`config.mk`:
```
export PLATFORM = sky130hd
export DESIGN_NAME = obj_face_line_validator_unit_flat
export DESIGN_NICKNAME = d
export VERILOG_FILES = /design/src/rtl/flv_pkg.sv /design/src/rtl/flv_if.sv /design/src/rtl/obj_face_line_validator_unit.sv /design/src/rtl/flv_in_stage.sv /design/src/rtl/flv_line_core.sv /design/src/rtl/flv_out_stage.sv /design/src/flat_wrapper.sv
export SDC_FILE = /design/constraint.sdc
export NUM_CORES = 1
export LEC_CHECK = 0
export ABC_CLOCK_PERIOD_IN_PS = 4400
export BUFFER_PORTS_ARGS = -buffer_cell sky130_fd_sc_hd__buf_2
export CAP_MARGIN = 20
export CORE_ASPECT_RATIO = 0.5
export CORE_MARGIN = 5
export CORE_UTILIZATION = 40
export DETAILED_ROUTE_END_ITERATION = 6
export PLACE_DENSITY = 0.61
export SKIP_CTS_REPAIR_TIMING = 1
export SLEW_MARGIN = 20
export SYNTH_ARGS = -nofsm -noshare
export SYNTH_HDL_FRONTEND = slang
export SYNTH_HIERARCHICAL = 1
export SYNTH_SLANG_ARGS = --single-unit
export TNS_END_PERCENT = 100
```
`constraint.sdc`:
```
create_clock -name clk_i -period 4.4 [get_ports clk_i]
set_input_delay 1.32 -clock clk_i [delete_from_list [all_inputs] [get_ports clk_i]]
set_output_delay 1.32 -clock clk_i [all_outputs]
set_load 0.01 [all_outputs]
```
`src/rtl/flv_pkg.sv`:
```
package flv_pkg;

  // Payload widths
  localparam int unsigned CH_W     = 8;
  localparam int unsigned FMT_W    = 3;
  localparam int unsigned ERR_W    = 3;
  localparam int unsigned SETS_W   = 3;
  localparam int unsigned TOK_W    = 3;
  localparam int unsigned DIV_W    = 4;
  localparam int unsigned SLASH_W  = 2;

  // Character codes
  localparam logic [CH_W-1:0] CH_SLASH = 8'h2F;
  localparam logic [CH_W-1:0] CH_SPACE = 8'h20;
  localparam logic [CH_W-1:0] CH_TAB   = 8'h09;

  // Saturation limits
  localparam logic [TOK_W-1:0] TOK_MAX = 3'd7;
  localparam logic [DIV_W-1:0] DIV_MAX = 4'd15;

  // Face formats
  localparam logic [FMT_W-1:0] FMT_INVALID = 3'd0;
  localparam logic [FMT_W-1:0] FMT_VERTEX  = 3'd1;
  localparam logic [FMT_W-1:0] FMT_TEXTURE = 3'd2;
  localparam logic [FMT_W-1:0] FMT_NORMAL  = 3'd3;
  localparam logic [FMT_W-1:0] FMT_BOTH    = 3'd4;

  // Error codes
  localparam logic [ERR_W-1:0] ERR_NONE         = 3'd0;
  localparam logic [ERR_W-1:0] ERR_TOKENS       = 3'd1;
  localparam logic [ERR_W-1:0] ERR_MIXED        = 3'd2;
  localparam logic [ERR_W-1:0] ERR_TOO_MANY     = 3'd3;
  localparam logic [ERR_W-1:0] ERR_INCONSISTENT = 3'd4;
  localparam logic [ERR_W-1:0] ERR_COUNT        = 3'd5;
  localparam logic [ERR_W-1:0] ERR_EXTRA        = 3'd6;
  localparam logic [ERR_W-1:0] ERR_BOTH_COUNT   = 3'd7;

  // Token and divider counts that the format checks accept
  localparam logic [TOK_W-1:0] TOK_FOUR   = 3'd4;
  localparam logic [TOK_W-1:0] TOK_FIVE   = 3'd5;
  localparam logic [DIV_W-1:0] DIV_THREE  = 4'd3;
  localparam logic [DIV_W-1:0] DIV_FOUR   = 4'd4;
  localparam logic [DIV_W-1:0] DIV_SIX    = 4'd6;
  localparam logic [DIV_W-1:0] DIV_EIGHT  = 4'd8;

  // Slashes seen in the current index set
  localparam logic [SLASH_W-1:0] SLASH_NONE = 2'd0;
  localparam logic [SLASH_W-1:0] SLASH_ONE  = 2'd1;
  localparam logic [SLASH_W-1:0] SLASH_TWO  = 2'd2;

  typedef enum logic [1:0] {
    MODE_UNSET  = 2'd0,
    MODE_SINGLE = 2'd1,
    MODE_DOUBLE = 2'd2
  } div_mode_e;

  typedef struct packed {
    logic [CH_W-1:0] ch;
    logic            last;
  } item_t;

  typedef struct packed {
    logic [FMT_W-1:0]  face_format;
    logic [ERR_W-1:0]  error_code;
    logic [SETS_W-1:0] set_count;
  } result_t;

  // Handshake between the input stage, core and result stage
  typedef struct packed {
    logic step;   // input stage word is consumed by the core this cycle
    logic load;   // result register takes a new word this cycle
  } flow_t;

endpackage

```
`src/rtl/flv_if.sv`:
```
interface flv_in_if;
  logic                      valid;
  logic                      ready;
  logic [flv_pkg::CH_W-1:0]  ch;
  logic                      last;

  modport source (output valid, output ch, output last, input ready);
  modport sink   (input valid, input ch, input last, output ready);
endinterface

interface flv_out_if;
  logic                        valid;
  logic                        ready;
  logic [flv_pkg::FMT_W-1:0]   face_format;
  logic [flv_pkg::ERR_W-1:0]   error_code;
  logic [flv_pkg::SETS_W-1:0]  set_count;

  modport source (output valid, output face_format, output error_code, output set_count,
                  input ready);
  modport sink   (input valid, input face_format, input error_code, input set_count,
                  output ready);
endinterface

```
`src/rtl/obj_face_line_validator_unit.sv`:
```
// Channel  Dir  Payload                                  Word
// in_i     in   ch[7:0], last                            one line character
// res_o    out  face_format[2:0], error_code[2:0],       one verdict per line
//              set_count[2:0]
//
// Takes one character per cycle, unless a line's last character waits on a stalled result.
// Once the last character is accepted, the verdict goes from the input register,
// through the line state logic, into the result register.
// Reset clears the line state and both valid flags; no clearing pass.
// A stalled result holds only the last character of the next line; other
// characters keep flowing while a verdict waits.
module obj_face_line_validator_unit (
  input  logic      clk_i,
  input  logic      rst_ni,
  flv_in_if.sink    in_i,
  flv_out_if.source res_o
);

  logic              s1_valid;
  flv_pkg::item_t    s1_item;
  flv_pkg::result_t  core_res;
  flv_pkg::flow_t    flow;
  logic              out_free;

  // Consume the held character unless it ends a line and the result is blocked
  always_comb begin
    flow.step = s1_valid && (!s1_item.last || out_free);
    flow.load = flow.step && s1_item.last;
  end

  flv_in_stage u_in (
    .clk_i   (clk_i),
    .rst_ni  (rst_ni),
    .in_i    (in_i),
    .step_i  (flow.step),
    .valid_o (s1_valid),
    .item_o  (s1_item)
  );

  flv_line_core u_core (
    .clk_i   (clk_i),
    .rst_ni  (rst_ni),
    .step_i  (flow.step),
    .item_i  (s1_item),
    .res_o   (core_res)
  );

  flv_out_stage u_out (
    .clk_i   (clk_i),
    .rst_ni  (rst_ni),
    .load_i  (flow.load),
    .res_i   (core_res),
    .free_o  (out_free),
    .res_o   (res_o)
  );

endmodule

```
`src/rtl/flv_in_stage.sv`:
```
module flv_in_stage (
  input  logic             clk_i,
  input  logic             rst_ni,
  flv_in_if.sink           in_i,
  input  logic             step_i,
  output logic             valid_o,
  output flv_pkg::item_t   item_o
);

  logic           valid_q, valid_d;
  flv_pkg::item_t item_q;

  // Accept a word when the register is empty or drains this cycle
  assign in_i.ready = !valid_q || step_i;

  always_comb begin
    valid_d = valid_q;
    if (in_i.ready) begin
      valid_d = in_i.valid;
    end
  end

  always_ff @(posedge clk_i or negedge rst_ni) begin
    if (!rst_ni) begin
      valid_q <= 1'b0;
    end else begin
      valid_q <= valid_d;
    end
  end

  // Capture payload on accept
  always_ff @(posedge clk_i) begin
    if (in_i.valid && in_i.ready) begin
      item_q.ch   <= in_i.ch;
      item_q.last <= in_i.last;
    end
  end

  assign valid_o = valid_q;
  assign item_o  = item_q;

endmodule

```
`src/rtl/flv_line_core.sv`:
```
module flv_line_core (
  input  logic             clk_i,
  input  logic             rst_ni,
  input  logic             step_i,
  input  flv_pkg::item_t   item_i,
  output flv_pkg::result_t res_o
);

  logic [flv_pkg::TOK_W-1:0]   tok_q, tok_d;
  logic                        has_q, has_d;
  logic                        prev_q, prev_d;
  logic                        first_q, first_d;
  logic [flv_pkg::DIV_W-1:0]   div_q, div_d;
  flv_pkg::div_mode_e          mode_q, mode_d;
  logic                        pend_q, pend_d;
  logic                        mixed_q, mixed_d;
  logic [flv_pkg::SLASH_W-1:0] slash_q, slash_d;
  logic                        both_q, both_d;
  logic [flv_pkg::ERR_W-1:0]   serr_q, serr_d;

  logic                        ws, sl;
  logic                        note_en;
  flv_pkg::div_mode_e          note_kind;
  logic [flv_pkg::TOK_W:0]     sum;
  logic [flv_pkg::TOK_W-1:0]   total;
  logic [flv_pkg::TOK_W-1:0]   total_m1;

  assign ws = (item_i.ch == flv_pkg::CH_SPACE) || (item_i.ch == flv_pkg::CH_TAB);
  assign sl = (item_i.ch == flv_pkg::CH_SLASH);

  // Token counting
  always_comb begin
    tok_d   = tok_q;
    has_d   = has_q;
    first_d = first_q;
    if (first_q) begin
      has_d   = !ws;
      first_d = 1'b0;
    end else if (ws && !prev_q) begin
      if (tok_q != flv_pkg::TOK_MAX) begin
        tok_d = tok_q + 3'd1;
      end
    end else if (!has_q && !ws) begin
      has_d = 1'b1;
    end
    prev_d = ws;
  end

  // Pair slashes into dividers; a slash left over at end of line is single
  always_comb begin
    note_en   = pend_q || (sl && item_i.last);
    note_kind = (sl && pend_q) ? flv_pkg::MODE_DOUBLE : flv_pkg::MODE_SINGLE;
    pend_d    = sl && !pend_q && !item_i.last;
    mixed_d   = mixed_q;
    div_d     = div_q;
    mode_d    = mode_q;
    if (note_en) begin
      if (mode_q != flv_pkg::MODE_UNSET && mode_q != note_kind) begin
        mixed_d = 1'b1;
      end
      if (div_q != flv_pkg::DIV_MAX) begin
        div_d = div_q + 4'd1;
      end
      mode_d = note_kind;
    end
  end

  // Slashes per set: a third slash flags too many; whitespace closing a set checks it against earlier sets
  always_comb begin
    slash_d = slash_q;
    both_d  = both_q;
    serr_d  = serr_q;
    if (serr_q == flv_pkg::ERR_NONE) begin
      if (sl) begin
        if (slash_q == flv_pkg::SLASH_NONE) begin
          slash_d = flv_pkg::SLASH_ONE;
        end else if (slash_q == flv_pkg::SLASH_TWO) begin
          serr_d = flv_pkg::ERR_TOO_MANY;
        end else begin
          slash_d = flv_pkg::SLASH_TWO;
        end
      end else if (ws) begin
        if (slash_q == flv_pkg::SLASH_TWO) begin
          both_d = 1'b1;
        end else if (both_q) begin
          serr_d = flv_pkg::ERR_INCONSISTENT;
        end
        slash_d = flv_pkg::SLASH_NONE;
      end
    end
  end

  // Line verdict in check priority order
  always_comb begin
    sum      = {1'b0, tok_d} + {{flv_pkg::TOK_W{1'b0}}, has_d};
    total    = sum[flv_pkg::TOK_W] ? flv_pkg::TOK_MAX : sum[flv_pkg::TOK_W-1:0];
    total_m1 = total - 3'd1;
    res_o.face_format = flv_pkg::FMT_INVALID;
    res_o.error_code  = flv_pkg::ERR_NONE;
    res_o.set_count   = (total == '0) ? '0 : total_m1;
    if (total != flv_pkg::TOK_FOUR && total != flv_pkg::TOK_FIVE) begin
      res_o.error_code = flv_pkg::ERR_TOKENS;
    end else if (div_d == '0) begin
      res_o.face_format = flv_pkg::FMT_VERTEX;
    end else if (mixed_d) begin
      res_o.error_code = flv_pkg::ERR_MIXED;
    end else if (mode_d == flv_pkg::MODE_SINGLE && serr_d != flv_pkg::ERR_NONE) begin
      res_o.error_code = serr_d;
    end else if (mode_d == flv_pkg::MODE_SINGLE && both_d) begin
      if ((total == flv_pkg::TOK_FOUR && div_d == flv_pkg::DIV_SIX) ||
          (total == flv_pkg::TOK_FIVE && div_d == flv_pkg::DIV_EIGHT)) begin
        res_o.face_format = flv_pkg::FMT_BOTH;
      end else begin
        res_o.error_code = flv_pkg::ERR_BOTH_COUNT;
      end
    end else if (div_d != flv_pkg::DIV_THREE && div_d != flv_pkg::DIV_FOUR) begin
      res_o.error_code = flv_pkg::ERR_COUNT;
    end else if (div_d != {1'b0, total_m1}) begin
      res_o.error_code = flv_pkg::ERR_EXTRA;
    end else begin
      res_o.face_format = (mode_d == flv_pkg::MODE_DOUBLE) ? flv_pkg::FMT_NORMAL
                                                           : flv_pkg::FMT_TEXTURE;
    end
  end

  // Advance line state; clear it at end of line
  always_ff @(posedge clk_i or negedge rst_ni) begin
    if (!rst_ni) begin
      tok_q   <= '0;
      has_q   <= 1'b0;
      prev_q  <= 1'b0;
      first_q <= 1'b1;
      div_q   <= '0;
      mode_q  <= flv_pkg::MODE_UNSET;
      pend_q  <= 1'b0;
      mixed_q <= 1'b0;
      slash_q <= flv_pkg::SLASH_NONE;
      both_q  <= 1'b0;
      serr_q  <= flv_pkg::ERR_NONE;
    end else if (step_i) begin
      if (item_i.last) begin
        tok_q   <= '0;
        has_q   <= 1'b0;
        prev_q  <= 1'b0;
        first_q <= 1'b1;
        div_q   <= '0;
        mode_q  <= flv_pkg::MODE_UNSET;
        pend_q  <= 1'b0;
        mixed_q <= 1'b0;
        slash_q <= flv_pkg::SLASH_NONE;
        both_q  <= 1'b0;
        serr_q  <= flv_pkg::ERR_NONE;
      end else begin
        tok_q   <= tok_d;
        has_q   <= has_d;
        prev_q  <= prev_d;
        first_q <= first_d;
        div_q   <= div_d;
        mode_q  <= mode_d;
        pend_q  <= pend_d;
        mixed_q <= mixed_d;
        slash_q <= slash_d;
        both_q  <= both_d;
        serr_q  <= serr_d;
      end
    end
  end

endmodule

```
`src/rtl/flv_out_stage.sv`:
```
module flv_out_stage (
  input  logic              clk_i,
  input  logic              rst_ni,
  input  logic              load_i,
  input  flv_pkg::result_t  res_i,
  output logic              free_o,
  flv_out_if.source         res_o
);

  logic             valid_q, valid_d;
  flv_pkg::result_t res_q;

  // Register can take a word when empty or being read out
  assign free_o = !valid_q || res_o.ready;

  always_comb begin
    valid_d = valid_q;
    if (free_o) begin
      valid_d = load_i;
    end
  end

  always_ff @(posedge clk_i or negedge rst_ni) begin
    if (!rst_ni) begin
      valid_q <= 1'b0;
    end else begin
      valid_q <= valid_d;
    end
  end

  always_ff @(posedge clk_i) begin
    if (load_i && free_o) begin
      res_q <= res_i;
    end
  end

  assign res_o.valid       = valid_q;
  assign res_o.face_format = res_q.face_format;
  assign res_o.error_code  = res_q.error_code;
  assign res_o.set_count   = res_q.set_count;

endmodule

```
`src/flat_wrapper.sv`:
```
// flat-port wrapper written by rule: the top's interface ports become plain ports
module obj_face_line_validator_unit_flat 
  (clk_i, rst_ni, in_i_valid, in_i_ch, in_i_last, in_i_ready, res_o_valid, res_o_face_format, res_o_error_code, res_o_set_count, res_o_ready);
  flv_in_if in_i_i ();
  flv_out_if res_o_i ();
  input  logic clk_i;
  input  logic rst_ni;
  input wire logic [$bits(in_i_i.valid)-1:0] in_i_valid;
  input wire logic [$bits(in_i_i.ch)-1:0] in_i_ch;
  input wire logic [$bits(in_i_i.last)-1:0] in_i_last;
  output wire logic [$bits(in_i_i.ready)-1:0] in_i_ready;
  output wire logic [$bits(res_o_i.valid)-1:0] res_o_valid;
  output wire logic [$bits(res_o_i.face_format)-1:0] res_o_face_format;
  output wire logic [$bits(res_o_i.error_code)-1:0] res_o_error_code;
  output wire logic [$bits(res_o_i.set_count)-1:0] res_o_set_count;
  input wire logic [$bits(res_o_i.ready)-1:0] res_o_ready;
  assign in_i_i.valid = in_i_valid;
  assign in_i_i.ch = in_i_ch;
  assign in_i_i.last = in_i_last;
  assign in_i_ready = in_i_i.ready;
  assign res_o_valid = res_o_i.valid;
  assign res_o_face_format = res_o_i.face_format;
  assign res_o_error_code = res_o_i.error_code;
  assign res_o_set_count = res_o_i.set_count;
  assign res_o_i.ready = res_o_ready;
  obj_face_line_validator_unit u_core (.clk_i(clk_i), .rst_ni(rst_ni), .in_i(in_i_i), .res_o(res_o_i));
endmodule
```
# Yosys cells after proc, flatten, opt, wreduce, memory -nomap -nowiden
# Cells that the tools add are included.
dict set report totals {
  reg_bits 40
  n_memories 0
  latch_bits 0
  ramBits 0
  out_inout_bits 11
  in_bits 13
  romBits 0
  wordCells 140
}
dict set report classes {
  eq_ne 19
  n_addsub 4
  order_cmp 0
  bitwise_logic 0
  mux 54
  div_mod_pow 0
  n_shift 0
  n_mul 0
  n_reduce_logical 42
}
# operator count
set op_table {}
lappend op_table {{$mux 3} 18}
lappend op_table {{$mux 2} 12}
lappend op_table {{$mux 1} 20}
lappend op_table {{$logic_and 1x1->1} 17}
lappend op_table {{$eq 8x6->1 const B} 2}
lappend op_table {{$mux 4} 3}
lappend op_table {{$ne 3x3->1 const B} 3}
lappend op_table {{$eq 8x4->1 const B} 1}
lappend op_table {{$ne 4x3->1 const B} 2}
lappend op_table {{$logic_not 1->1} 7}
lappend op_table {{$eq 3x3->1 const B} 2}
lappend op_table {{$logic_not 3->1} 2}
lappend op_table {{$logic_or 1x1->1} 6}
lappend op_table {{$mux 6} 1}
lappend op_table {{$reduce_bool 3->1} 2}
lappend op_table {{$add 3x1->4} 1}
lappend op_table {{$add 4x1->4 const B} 1}
lappend op_table {{$eq 2x2->1 const B} 2}
lappend op_table {{$eq 4x3->1 const B} 1}
lappend op_table {{$eq 4x4->1 const B} 1}
lappend op_table {{$logic_not 4->1} 1}
lappend op_table {{$ne 4x2->1 const B} 1}
lappend op_table {{$ne 4x3->1} 1}
lappend op_table {{$ne 4x4->1 const B} 1}
lappend op_table {{other kinds (10)} 11}

# Longest topological paths before layout
# Gate-level depths: netlist (run 1).
dict set report logic_depth {
  word_depth 17
  mapped_depth 15
  depth_no_buf 15
}

# Modules after synthesis
# The synthesis (run 1) kept the hierarchy.
# mod instances cells_per_inst area_each_um2 seq_area_each_um2
set modules_own_cells {}
lappend modules_own_cells {flv_line_core 1 219 1805.5 501.7}
lappend modules_own_cells {flv_in_stage 1 13 324.1 295.3}
lappend modules_own_cells {flv_out_stage 1 13 324.1 295.3}
lappend modules_own_cells {obj_face_line_validator_unit 1 3 18.8 0.0}

# Worst setup path after synthesis (run 1)
# No wires, ideal clock.
dict set report synth_path {
  kind {reg2reg}
  from {reg u_core/u_core/tok_q[0] (netlist name)}
  to {reg u_core.u_out.res_q (netlist bit u_core/u_out/res_o.error_code[2]), data pin}
  path_buffers 0
  synth_period_minus_slack_ns 3.649
  setup_ns 0.257
  setup_slack_ns 0.751
  path_stages_with_launch 16
  arrival_time_ns 3.392
  t_required_ns 4.143
  cell_sequence {dfrtp_1 > ha_1 > a211oi_1 > o2111ai_2 > xnor2_1 > ha_1 > nand2_1 > mux2i_1 > a21o_1 > inv_1 > ha_1 > ha_1 > xnor2_1 > nand2_1 > or4b_4 > o2111a_1}
}
dict set report synth_between {
  elab_chain_cells 12
  word_cells_on_any_way 23
  cone_classes {add/sub (3); eq/ne (6); mux (9); reduce/logical (5)}
}
# item line
set synth_lines {}
lappend synth_lines {{from (decl)} flv_line_core.sv:9} ;# logic [flv_pkg::TOK_W-1:0] tok_q, tok_d;
lappend synth_lines {{from (signal assigned)} flv_line_core.sv:154} ;# tok_q <= tok_d;
lappend synth_lines {{$add 3x1->3 / $ne 3x3->1 (equally long branches)} {flv_line_core.sv:41, flv_line_core.sv:40}}
lappend synth_lines {{$mux 3} flv_line_core.sv:40} ;# if (tok_q != flv_pkg::TOK_MAX) begin
lappend synth_lines {{$mux 3} flv_line_core.sv:39} ;# end else if (ws && !prev_q) begin
lappend synth_lines {{$mux 3 *} flv_line_core.sv:36} ;# if (first_q) begin
lappend synth_lines {{$add 3x1->4 *} flv_line_core.sv:95} ;# sum = {1'b0, tok_d} + {{flv_pkg::TOK_W{1'b0}}, has_d};
lappend synth_lines {{$mux 3 *} flv_line_core.sv:96} ;# total = sum[flv_pkg::TOK_W] ? flv_pkg::TOK_MAX : sum[flv_pkg::TOK_W-1:0];
lappend synth_lines {{$sub 3x1->3 (tied with other cells)} flv_line_core.sv:97} ;# total_m1 = total - 3'd1;
lappend synth_lines {{$ne 4x3->1 (tied with other cells)} flv_line_core.sv:118} ;# end else if (div_d != {1'b0, total_m1}) begin
lappend synth_lines {{$mux 3 / $logic_or 1x1->1 (equally long branches)} {flv_line_core.sv:118, flv_line_core.sv:110}}
lappend synth_lines {{$mux 3, on equally long branches} {flv_line_core.sv:116, flv_line_core.sv:110}}
lappend synth_lines {{$mux 6} flv_line_core.sv:109} ;# end else if (mode_d == flv_pkg::MODE_SINGLE && both_d) begin
lappend synth_lines {{$mux 3} flv_line_core.sv:107} ;# end else if (mode_d == flv_pkg::MODE_SINGLE && serr_d != flv_pkg::ERR_NONE) begin
lappend synth_lines {{to (signal assigned)} flv_out_stage.sv:33} ;# res_q <= res_i;
lappend synth_lines {{to (decl)} flv_out_stage.sv:11} ;# flv_pkg::result_t res_q;
# Mark *: on every way between the ends. The rest lies on a longest branch, timed or not.
# A chain may end at the register's enable or synchronous reset.

# Final worst setup path (run 1)
# Ends and elaborated chain as after synthesis.

==> flow_summary.toml, run 1 <==
[routing]
drcViolationCount = 0
initialDrtViolationCount = 201
viasPerCell = 5.62
vias = 2023
ant_nets = 0
drtPass1Iterations = 4
post_drt_wl_per_cell_um = 15.6
postRouteWirelength_um = 5610

[logic_synthesis]
synth_area_leader_cell = "edfxtp_1"
synth_edf_count = 18
netlist.area_leader.share = 0.219
synth_area_um2 = 2470
synth_ff_type = "dfrtp_1"
ys_warn_count = 6
synthTopCellsByArea = "edfxtp_1 (22%), dfrtp_1 (21%), ha_1 (4.6%), a21oi_1 (4.0%), inv_1 (3.0%)"
synth_top_cells_by_count = "dfrtp_1 (21), a21oi_1 (20), inv_1 (20)"
ys_types = 69
synth_most_common_cell = "dfrtp_1"
ys_ff_latch = 40
yosysSeqAreaShare = 0.442
postSynthCellCount = 248
async_reset_ff_frac = 0.550
avgSynthCellArea_um2 = 9.97
syn-num-nets = 270

[hold_path]
min_from = "u_core/u_core/slash_q[1]"
hold_path.class = "reg -> reg"
min_to = "u_core/u_core/slash_q[1]"
worstHoldPathCells = 1

[clock_tree]
cts.sinks = 40
clock_path_buffers = 2
cts_buffers = 5
cts_max_level = 2
cts_root_buffer = "clkbuf_16"
cts_tree = "yes"
path_clk_slew_ns = 0.06
clk_latency_ns = 0.28

[floorplan]
start_util = 0.410
rows = 20
die_y_um = 65.6
fp.dieW_um = 121
core_um2 = 6030
dieArea_um2 = 7950
ios = 24

[setup_path]
critical_path_class = "reg -> reg"
r2r-start = "u_core/u_core/tok_q[0]"
rr_worst_depth = 15
timing.rr.end = "u_core/u_out/res_o.error_code[2]"
worstPathMaxFanout = 6
r2r_slack_ns = 0.39
cp.required_ns = 4.42
start_kind = "flip-flop"
arrival_ns = 4.03
end_kind = "flip-flop"

[sta]
period_minus_slack_ns = 4.01
rsz0062_at_grt = "no"
hold_viol = 0
setup_viol = 0
maxSlewViolCount = 0
holdWs_ns = 0.527
finalSetupTns_ns = 0
maxClockFrequency_mhz = 249
fin_crit_sh = 0.911
slew_headroom = 0.397
fin_skew_ns = 0.00450
worst_slew_pin_slew_ns = 0.905

[pwr]
power.density_nw_per_um2 = 343
leakagePower_nw = 1.12
ir_drop_mv = 0.161

[placement]
hpwl_um = 4030
gp_congestion = 0.871
portBuffers = 23

[finish]
nets = 293
antenna_cells = 0
area_growth_pct = 14.2
layout-drive-gt1-share = 0.188

[grt]
grt_pass1_vias = 1890
grt_max_degree = 32
antenna_found_initial = 0
grt_pass1_wl_um = 9230
grt_util_all_layers = 0.148
grt.overflow.total = 0

[status]
status = "finished clean"

[flow_run]
maxCapViolCount = 0
## routing by layer
metal,GRT usage,part of all wire,up-vias
li1,-,-,996
met1,0.210,0.49,946
met2,0.211,0.42,75
met3,0.0464,0.079,6
met4,0.0503,0.0091,0
met5,0,0,-
## critical path, stage by stage, from the launching register on
cell and delay (ns):
dfrtp_1 0.43, ha_1 0.24, a211oi_1 0.26, o2111ai_2 0.29, xnor2_1 0.23, ha_1 0.21, nand2_1 0.08, mux2i_1 0.19
a21o_1 0.19, inv_1 0.08, ha_1 0.24, ha_1 0.30, xnor2_1 0.15, nand2_1 0.10, or4b_4 0.53, o2111a_1 0.26
## cell usage in the layout (no fill, tap or decap), types with 2 or more instances in the layout
cell type,synthesis,routed
edfxtp_1,18,18
nor2b_1,2,2
nand2b_1,9,9
nor2_1,15,15
nand2_1,12,12
nor3_1,5,5
a311oi_1,2,2
dfrtp_1,21,21
nand3_1,7,7
a2111oi_0,3,3
buf_4,2,2
o22ai_1,10,10
o31ai_1,3,3
o21ai_0,10,10
a31oi_1,7,7
nand4_1,3,3
xnor2_1,3,3
ha_1,9,9
a32oi_1,2,2
mux2_2,3,3
clkbuf_16,0,5
a21o_1,2,2
a21oi_1,20,20
nor3b_1,3,3
and2_4,2,2
inv_1,20,20
nand2b_4,2,2
buf_2,1,23
and3_1,3,3
a211oi_1,3,3
or3_1,2,2
## stage by stage
stage / instances / utilization / area, µm² / worst slack, ns / total power (W)
after global placement: 352 / 0.443 / 2670 / 0.561 / 0.000601
after global routing: 360 / 0.468 / 2820 / 0.135 / 0.00102
after CTS: 360 / 0.468 / 2820 / 0.414 / 0.000980
after floorplan: 248 / - / 2470 / 0.751 / 0.000555
final: 360 / 0.468 / 2820 / 0.390 / 0.000967
after detailed placement: 352 / 0.443 / 2670 / 0.444 / 0.000604
## layout make-up
cell class / count / area, µm²
Clock buffer: 7 / 143
Clock inverter: 1 / 6.26
Fill cell: 561 / 3210
Inverter: 20 / 75.1
Multi-Input combinational cell: 179 / 1270
Sequential cell: 40 / 1090
Tap cell: 88 / 110
Timing Repair Buffer: 25 / 130
## cells by family (layout without fill, tap and decap cells)
logic type | after synthesis | after routing | share of synthesized area
flops | 40 | 40 | 0.442
compound gates | 81 | 81 | 0.231
mux | 4 | 4 | 0.0177
buf+inv | 29 | 53 | 0.0476
simple gates | 81 | 81 | 0.202
fa+ha+maj | 9 | 9 | 0.0455
xor+xnor | 4 | 4 | 0.0142
## flip-flops by register name, summed over array words and instances (netlist names)
name,cells
u_core/u_in/item_o,9
u_core/u_core/div_q,4
u_core/u_core/serr_q,3
u_core/u_core/tok_q,3
u_core/u_out/res_o.error_code,3
u_core/u_out/res_o.face_format,3
u_core/u_out/res_o.set_count,3
u_core/u_core/mode_q,2
u_core/u_core/slash_q,2
u_core/u_core/both_q,1
u_core/u_core/first_q,1
u_core/u_core/has_q,1
u_core/u_core/mixed_q,1
u_core/u_core/pend_q,1
u_core/u_core/prev_q,1
u_core/u_in/valid_o,1
u_core/u_out/res_o.valid,1
## worst max path at each step
stage / startpoint / to / slack [ns] / depth (start not counted)
CTS: u_core/u_in/item_o[4] / u_core/u_out/res_o.error_code[2] / 0.41 / 14
floorplan: u_core/u_core/tok_q[0] / u_core/u_out/res_o.error_code[2] / 0.75 / 15
finish: u_core/u_core/tok_q[0] / u_core/u_out/res_o.error_code[2] / 0.39 / 15
global placement: u_core/u_in/item_o[5] / u_core/u_out/res_o.error_code[2] / 0.56 / 14
global route: u_core/u_core/tok_q[0] / u_core/u_out/res_o.error_code[2] / 0.14 / 15
detailed placement: u_core/u_in/item_o[4] / u_core/u_out/res_o.error_code[2] / 0.44 / 14
## where the power goes
part	total, W	switching, W	leakage (nW)	internal (W)
registers	0.000446	0.0000268	0.465	0.000419
clock network	0.000367	0.000140	0.0744	0.000226
logic	0.000155	0.0000963	0.580	0.0000587
Power figures use the tool's default switching activity.
==> inputs of run 2 (changes only) <==
Settings changed: CORE_MARGIN 5 to 2, CORE_UTILIZATION 40 to 35, PLACE_DENSITY 0.61 to 0.55.
==> run 2 against run 1 <==
  * Power up 4.3%
  * Critical endpoint unchanged
  * Worst hold slack better by 0.0079 ns
  * Largest power group unchanged
  * Via count down 3.2%
  * Utilization down 4.5 points
  * Register-to-register slack worse by 0.04 ns
==> flow_summary.toml, run 2 (synthesis results as in run 1) <==
[clock_tree]
cts_max_level = 2
cts_tree = "yes"
cts.sinks = 40
cts_root_buffer = "clkbuf_16"
clock_path_buffers = 2
clk_latency_ns = 0.28
cts_buffers = 5
path_clk_slew_ns = 0.06

[finish]
layout-drive-gt1-share = 0.194
antenna_cells = 0
fin_util = 0.423
area_growth_pct = 15.4
layout_common_cells = "buf_2 (23), dfrtp_1 (21), inv_1 (20), a21oi_1 (20), edfxtp_1 (18)"
largest_register_ffs = 9
fillers = 669
nets = 294
final_common_cell = "buf_2"

[routing]
viasPerCell = 5.37
drtPass1Iterations = 4
vias = 1959
drcViolationCount = 0
postRouteWirelength_um = 5620
post_drt_wl_per_cell_um = 15.4
initialDrtViolationCount = 232
ant_nets = 0

[floorplan]
die_y_um = 63.4
fp.dieW_um = 123
ios = 24
rows = 21
core_um2 = 6750
dieArea_um2 = 7790
start_util = 0.366

[grt]
grt_max_degree = 32
grt.overflow.total = 0
busiest_layer = "met1"
grt_util_met1 = 0.248
met3_usage = 0.0344
grt_util_all_layers = 0.155
grt_pass1_wl_um = 9330
antenna_found_initial = 0
grt_pass1_vias = 1797
grt.met2_usage = 0.206

[sta]
period_minus_slack_ns = 4.05
maxClockFrequency_mhz = 247
fin_crit_sh = 0.920
slew_headroom = 0.406
finalSetupTns_ns = 0
fin_skew_ns = 0.00298
worst_slack_ns = 0.354
hold_viol = 0
setup_viol = 0
rsz0062_at_grt = "no"
worst_slew_pin_slew_ns = 0.868
maxSlewViolCount = 0

[placement]
hpwl_um = 4080
gp_congestion = 0.833
portBuffers = 23
pre_cts_ws_ns = 0.425

[setup_path]
start_kind = "flip-flop"
arrival_ns = 4.08
cp.required_ns = 4.43
end_kind = "flip-flop"
critical_path_class = "reg -> reg"
worstPathMaxFanout = 6

[pwr]
power.density_nw_per_um2 = 354
ir_drop_mv = 0.151
leakagePower_nw = 1.13

[hold_path]
hold_path.class = "reg -> reg"

[flow_run]
maxCapViolCount = 0

[status]
status = "finished clean"
run 2: changes by cell type in the layout (fill, tap and decap cells not counted):
cell / delta
buf_4: +1
clkbuf_1: -1
bufinv_16: +1
clkbuf_8: -1
clkinvlp_4: +1
inv_4: -1
clkinv_2: +1
run 2: final timing paths:
kind / startpoint / end / slack [ns] / depth (start not counted)
setup / recovery: u_core/u_in/item_o[4] / u_core/u_out/res_o.error_code[2] / 0.35 / 14
hold / removal: u_core/u_core/slash_q[0] / u_core/u_core/slash_q[0] / 0.53 / 2
setup reg to reg: u_core/u_in/item_o[4] / u_core/u_out/res_o.error_code[2] / 0.35 / 14
hold reg to reg: u_core/u_core/slash_q[0] / u_core/u_core/slash_q[0] / 0.53 / 2
max in group asynchronous: rst_ni / u_core/u_core/first_q / 3.02 / 1
min in group asynchronous: rst_ni / u_core/u_core/has_q / 1.02 / 1
run 2: power breakdown:
part	leakage [nW]	switching (W)	internal [W]
clock	0.0798	0.000143	0.000266
sequential	0.465	0.0000269	0.000419
combinational	0.584	0.0000951	0.0000586
run 2: per-stage QoR:
stage / instances / area (µm²) / power (W) / hold WS (ns)
after detailed placement: 357 / 2690 / 0.000606 / 0.519
after global routing: 365 / 2850 / 0.00107 / 0.560
after floorplan: 248 / 2470 / 0.000555 / 0.477
after global placement: 357 / 2690 / 0.000603 / 0.499
after CTS: 365 / 2850 / 0.00102 / 0.533
final: 365 / 2850 / 0.00101 / 0.535
run 2: routing by layer:
layer,wire length (µm),vias to the layer above
li1,-,993
met1,3090,910
met2,2190,54
met3,307,2
met4,40,0
met5,0,-
run 2: cell type report:
cell class,instances,area (µm²),share of cell area
sequential,40,1090,0.383
multi-input combinational,179,1270,0.444
tap,92,115,0.0403
inverter,20,75.1,0.0263
clock buffer,5,125,0.0438
clock inverter,3,42.5,0.0149
timing repair buffer,26,138,0.0482
run 2: critical path, stage by stage, from the launching register on:
cell	delay, ns
edfxtp_1	0.42
nor3b_1	0.55
o2111ai_2	0.29
xnor2_1	0.23
ha_1	0.21
nand2_1	0.08
mux2i_1	0.18
a21o_1	0.19
inv_1	0.09
ha_1	0.23
ha_1	0.29
xnor2_1	0.15
nand2_1	0.09
or4b_4	0.53
o2111a_1	0.25
==> inputs of run 3 (changes only) <==
Settings changed: BUFFER_PORTS_ARGS -buffer_cell sky130_fd_sc_hd__buf_2 to -buffer_cell sky130_fd_sc_hd__buf_4.
==> run 3 against run 2 <==
  * Sequential cell count did not move
  * Fmax rose by 0.23%
  * Combinational power rose by 4%
  * Non-clock buffer count did not move
  * Utilization rose by 0.50 points
  * First-iteration DRC count fell by 39%
  * Critical path depth did not move
  * Routed wire length rose by 0.43%
  * Die area did not move
  * Clock-buffer cell count did not move
  * Critical endpoint unchanged
==> flow_summary.toml, run 3 (synthesis results as in run 1) <==
[sta]
period_minus_slack_ns = 4.04
worst_slew_pin_slew_ns = 0.967
maxClockFrequency_mhz = 248
fin_skew_ns = 0.00519
holdWs_ns = 0.531
slew_headroom = 0.355
rsz0062_at_grt = "no"
hold_viol = 0
setup_viol = 0
maxSlewViolCount = 0
finalSetupTns_ns = 0
fin_crit_sh = 0.917

[finish]
finalNonFillerCells = 365
fillers = 642
area_growth_pct = 16.8
final_common_cell = "buf_4"
layout-drive-gt1-share = 0.194
final_area_um2 = 2890
layout_common_cells = "buf_4 (26), dfrtp_1 (21), inv_1 (20), a21oi_1 (20), edfxtp_1 (18)"
largest_register_ffs = 9
nets = 294
antenna_cells = 0

[placement]
gp_congestion = 0.857
place_area_um2 = 2740
hpwl_um = 4100
portBuffers = 23
dp.cells = 357

[setup_path]
critical_path_class = "reg -> reg"
cp.required_ns = 4.43
crit_slowest_cell = "nor3b_1"
cp_cell_sequence = "nor3b_1 > o2111ai_2 > xnor2_1 > ha_1 > nand2_1 > mux2i_1 > a21o_1 > inv_1 > ha_1 > ha_1 > xnor2_1 > nand2_1 > or4b_4 > o2111a_1"
rr_worst_depth = 14
arrival_ns = 4.07
worstPathMaxFanout = 6
start_kind = "flip-flop"
slowest_delay_ns = 0.53
path_common_cell = "ha_1"
end_kind = "flip-flop"

[grt]
grt.overflow.total = 0
grt_util_all_layers = 0.150
grt_pass1_vias = 1845
grt_max_degree = 32
grt_pass1_wl_um = 9120
antenna_found_initial = 0

[routing]
ant_nets = 0
initialDrtViolationCount = 141
postRouteWirelength_um = 5650
drtPass1Iterations = 5
drcViolationCount = 0
post_drt_wl_per_cell_um = 15.5
vias = 2054
viasPerCell = 5.63

[floorplan]
core_um2 = 6750
fp.dieW_um = 123
dieArea_um2 = 7790
rows = 21
start_util = 0.366
die_y_um = 63.4
ios = 24

[clock_tree]
path_clk_slew_ns = 0.06
cts.sinks = 40
clock_path_buffers = 2
cts_root_buffer = "clkbuf_16"
cts_tree = "yes"
clk_latency_ns = 0.28
cts_max_level = 2
cts_buffers = 5

[pwr]
power.density_nw_per_um2 = 333
ir_drop_mv = 0.143
leakagePower_nw = 1.14
p_total_w = 0.000961

[hold_path]
hold_path.class = "reg -> reg"
worstHoldPathCells = 2

[flow_run]
maxCapViolCount = 0

[status]
status = "finished clean"
[run 3: changes by cell type in the layout (fill, tap and decap cells not counted)]
cell and change:
buf_2 -23, buf_4 +23, bufinv_16 -1, clkinv_2 +1, clkinv_4 +1, clkinvlp_4 -1
[run 3: critical path, delay by kind of cell, from the launching register on]
kind            cells  cell delay [ns]
simple gates        4             1.22
compound gates      3             0.74
fa+ha+maj           3             0.74
flops               1             0.43
xor+xnor            2             0.39
mux                 1             0.18
buf+inv             1             0.08
[run 3: path summary, 6_finish.rpt]
kind | from | endpoint | slack, ns
max | u_core/u_in/item_o[4] | u_core/u_out/res_o.error_code[2] | 0.36
max reg2reg | u_core/u_in/item_o[4] | u_core/u_out/res_o.error_code[2] | 0.36
min reg2reg | u_core/u_core/slash_q[0] | u_core/u_core/slash_q[0] | 0.53
min | u_core/u_core/slash_q[0] | u_core/u_core/slash_q[0] | 0.53
max in group asynchronous | rst_ni | u_core/u_core/first_q | 3.19
min in group asynchronous | rst_ni | u_core/u_core/has_q | 0.93
[run 3: metal layers]
layer	vias up	wire length [µm]	GRT usage
li1	999	-	-
met1	978	3040	0.233
met2	73	2230	0.209
met3	4	349	0.0335
met4	0	28	0.0345
met5	-	0	0
[run 3: area by class of cell]
class / instances / area [µm²] / area share
multi-input cells: 179 / 1270 / 0.438
flip-flops and latches: 40 / 1090 / 0.378
repair buffers: 26 / 195 / 0.0676
clock buffers: 5 / 125 / 0.0433
well taps: 92 / 115 / 0.0399
inverters: 20 / 75.1 / 0.0260
clock inverters: 3 / 18.8 / 0.00650
[run 3: stage by stage]
stage | setup WS (ns) | utilization
floorplan | 0.751 | -
global placement | 0.545 | 0.406
detailed placement | 0.437 | 0.406
CTS | 0.415 | 0.428
global route | 0.0762 | 0.428
finish | 0.363 | 0.428
[run 3: power breakdown]
part	internal, W	leakage (nW)	switching, W
sequential	0.000419	0.465	0.0000276
combinational	0.0000656	0.604	0.0000948
clock	0.000209	0.0736	0.000146
